--- config.mk ---
export PLATFORM = sky130hd
export DESIGN_NAME = fom_ram
export DESIGN_NICKNAME = d
export VERILOG_FILES = /design/src/hw/rtl/fom_ram.sv
export SDC_FILE = /design/constraint.sdc
export NUM_CORES = 1
export LEC_CHECK = 0
export ABC_AREA = 1
export BUFFER_PORTS_ARGS = -buffer_cell sky130_fd_sc_hd__buf_2
export CAP_MARGIN = 20
export CORE_UTILIZATION = 40
export CTS_CLUSTER_SIZE = 12
export DETAILED_ROUTE_END_ITERATION = 7
export PLACE_DENSITY = 0.54
export RECOVER_POWER = 100
export SETUP_SLACK_MARGIN = 0.1
export SLEW_MARGIN = 20
export SYNTH_ARGS = -nofsm -noshare
export SYNTH_HDL_FRONTEND = slang
export SYNTH_SLANG_ARGS = --single-unit
export TNS_END_PERCENT = 1
--- constraint.sdc ---
create_clock -name clk_i -period 6.9 [get_ports clk_i]
set_input_delay 0.69 -clock clk_i [delete_from_list [all_inputs] [get_ports clk_i]]
set_output_delay 0.69 -clock clk_i [all_outputs]
set_load 0.02 [all_outputs]
--- src/hw/rtl/fom_ram.sv ---
// Generic single-clock RAM with one write port and one registered read port.
module fom_ram #(
  parameter int unsigned WIDTH = 32,
  parameter int unsigned DEPTH = 16,
  localparam int unsigned AW = (DEPTH > 1) ? $clog2(DEPTH) : 1
) (
  input  logic             clk_i,
  input  logic             we_i,
  input  logic [AW-1:0]    waddr_i,
  input  logic [WIDTH-1:0] wdata_i,
  input  logic             re_i,
  input  logic [AW-1:0]    raddr_i,
  output logic [WIDTH-1:0] rdata_o
);

  logic [WIDTH-1:0] mem_q [DEPTH];
  logic [WIDTH-1:0] rdata_q;

  // Write port.
  always_ff @(posedge clk_i) begin
    if (we_i) begin
      mem_q[waddr_i] <= wdata_i;
    end
  end

  // Registered read port.
  always_ff @(posedge clk_i) begin
    if (re_i) begin
      rdata_q <= mem_q[raddr_i];
    end
  end

  assign rdata_o = rdata_q;

endmodule

==> flow_metrics.env <==
export IMPL_run_status="complete, but fails checks"
export IMPL_violations="max-capacitance violations, max-slew violations"
export IMPL_final_period_minus_worst_setup_slack_ns=4.454
export IMPL_setup_violations=0
export IMPL_crit_chain="buf_2 -> buf_4 -> inv_1 -> clkbuf_1 -> nand3_1 -> nand3_1 -> nand2_1"
export IMPL_cp_end_kind="register"
export IMPL_grt_pass1_vias=14030
export IMPL_core_area_um2=56710
export IMPL_crit_arrival_ns=4.80
export IMPL_dp_hpwl_um=27140
export IMPL_hold_viol=0
export IMPL_die_x_um=242.1
export IMPL_grt_first_pass_wirelength_um=85900
export IMPL_slew_viol_final=639
export IMPL_leakagePower_uw=0.01044
export IMPL_layoutNonFillerInstCount=2956
export IMPL_drive_above_1_share=0.03682
export IMPL_final_common_cell="nand2_1"
export IMPL_layout_common_cells="nand2_1 (677), edfxtp_1 (544), inv_1 (387)"
export IMPL_fin_nets=2215
export IMPL_initial_core_util=0.4064
export IMPL_crit_path_start_kind="primary input"
export IMPL_max_vdd_ir_drop_uv=166.3
export IMPL_grt_max_degree=213
export IMPL_vias_per_cell=4.908
export IMPL_drt_total_wl_um=56860
export IMPL_numCtsBuffers=54
export IMPL_ys_seq_area_frac=0.7087
export IMPL_cts_resized_gates=0
export IMPL_setup_tns_ns=0
export IMPL_worstPathMaxFanout=41
export IMPL_rsz0062_at_grt="no"
export IMPL_numClockSinks=544
export IMPL_fill_cells=5243
export IMPL_cts_root_buf="clkbuf_16"
export IMPL_ctsHoldBuffers=0
export IMPL_clkLatencyLatePin_ns=0.60
export IMPL_reg2regPathDepth=6
export IMPL_route_detailed_drc=0
export IMPL_ys_warn_count=0
export IMPL_rows=87
export IMPL_synth_fp_nets=2163
export IMPL_detail_route_iter0_violations=1332
export IMPL_crit_type="in -> reg"
export IMPL_synth_distinct_cells=14
export IMPL_syn_area_um2=23050
export IMPL_min_period_over_period=0.6456
export IMPL_post_cts_setup_buffer_count=0
export IMPL_grt_antenna_before_repair=1
export IMPL_area_growth_pct=9.988
export IMPL_wl_per_cell_um=19.24
export IMPL_synth_cells=2120
export IMPL_placed_cells=2871
export IMPL_globalplace_congestion=0.7499
export IMPL_hold_slack_ns=0.5891
export IMPL_max_cap_viol_count=22
export IMPL_crit_top_cell="nand3_1"
export IMPL_slew_headroom=-1.101
export IMPL_antenna_violating_nets_post_route=0
export IMPL_tritoncts="built"
export IMPL_htree_num_levels=2
export IMPL_worstPathRequired_ns=7.25
export IMPL_skew_ns=0.01126
export IMPL_clock_fmax_ghz=0.2245
export IMPL_power_density_nw_per_um2=270.5
export IMPL_drt_pass1_iter_count=7
export IMPL_via_count=14510
export IMPL_slowest_delay_ns=2.27
export IMPL_hold_depth=1
export IMPL_die_area_um2=58590
export IMPL_io_pins=75
export IMPL_min_path_type="in -> reg"
export IMPL_clock_path_buffers=3
export IMPL_worstMarginPinSlew_ns=3.151
export IMPL_clkTransAtPathRegs_ns=0.06
export IMPL_syn_avg_cell_area_um2=10.87
export IMPL_post_route_util=0.4470
export IMPL_synth_seq_cells=544
export IMPL_grt_total_usage=0.1947
export IMPL_globalRouteOverflowTotal=0
export IMPL_portBuffers=74
export IMPL_slowest_stage="clkbuf_1"
export IMPL_die_height_um=242.1
export IMPL_antenna_diode_count=0
[worst max-delay path: cells and delay by family]
kind | cells | cell delay (ns)
buffers and inverters | 4 | 3.44
AND/OR/NAND/NOR | 3 | 0.62
[worst paths after layout]
path	slack, ns	from	end
worst min register to register	0.73	mem_q[6][15]$_DFFE_PP_	rdata_o[15]$_DFFE_PP_
worst max register to register	5.62	mem_q[0][7]$_DFFE_PP_	rdata_o[7]$_DFFE_PP_
worst max-delay path	2.45	raddr_i[2]	rdata_o[7]$_DFFE_PP_
worst min-delay path	0.59	wdata_i[18]	mem_q[15][18]$_DFFE_PP_
[where the power goes]
group	switching, uW	total, uW	internal (uW)	leakage [uW]
logic	315	419	104	0.00474
registers	21.4	3750	3730	0.00494
clock network	1170	2690	1520	0.000757
total	1510	6860	5350	0.0104
[layer usage]
metal | routed length, um | vias to the layer above | global-route usage
met3 | 3025 | 83 | 0.03002
met2 | 26970 | 408 | 0.3228
met1 | 25630 | 7053 | 0.2656
li1 | - | 6963 | -
met5 | 11 | - | 0
met4 | 1225 | 2 | 0.05473
[kinds of logic (layout without fill, tap and decap cells)]
family	Yosys count	after routing	share of synthesized area
flip-flops	544	544	0.7087
buffers and inverters	495	575	0.09407
AND/OR/NAND/NOR	1081	1081	0.1973
[synthesized netlist by cell type]
cell type	number	area share
buf_1	14	0.0023
buf_12	1	0.00087
buf_2	41	0.0089
buf_4	6	0.0020
buf_6	29	0.014
clkbuf_1	14	0.0023
edfxtp_1	544	0.71
inv_1	388	0.063
inv_2	1	0.00016
inv_4	1	0.00027
nand2_1	677	0.11
nand3_1	385	0.084
nand3b_1	2	0.00065
nor2_1	17	0.0028
[registers in the layout (all words and copies together), names as in the netlist]
name	count
mem_q	512
rdata_o	32
[stage by stage]
stage	instance area [um^2]	setup slack [ns]	total power, uW
global placement	24010	3.615	4242
floorplan	23050	4.217	4083
CTS	25570	4.257	6928
detailed placement	24010	3.609	4247
global route	25350	2.231	7082
finish	25350	2.446	6857
[final cells by class]
cell class	count	area, um^2	area share
Clock inverter	13	77.57	0.003060
Inverter	390	1474	0.05814
Timing Repair Buffer	101	456.7	0.01801
Sequential cell	544	16340	0.6443
Tap cell	756	945.9	0.03731
Multi-Input combinational cell	1081	4584	0.1808
Clock buffer	71	1479	0.05833
Power figures use the tool's default switching activity.
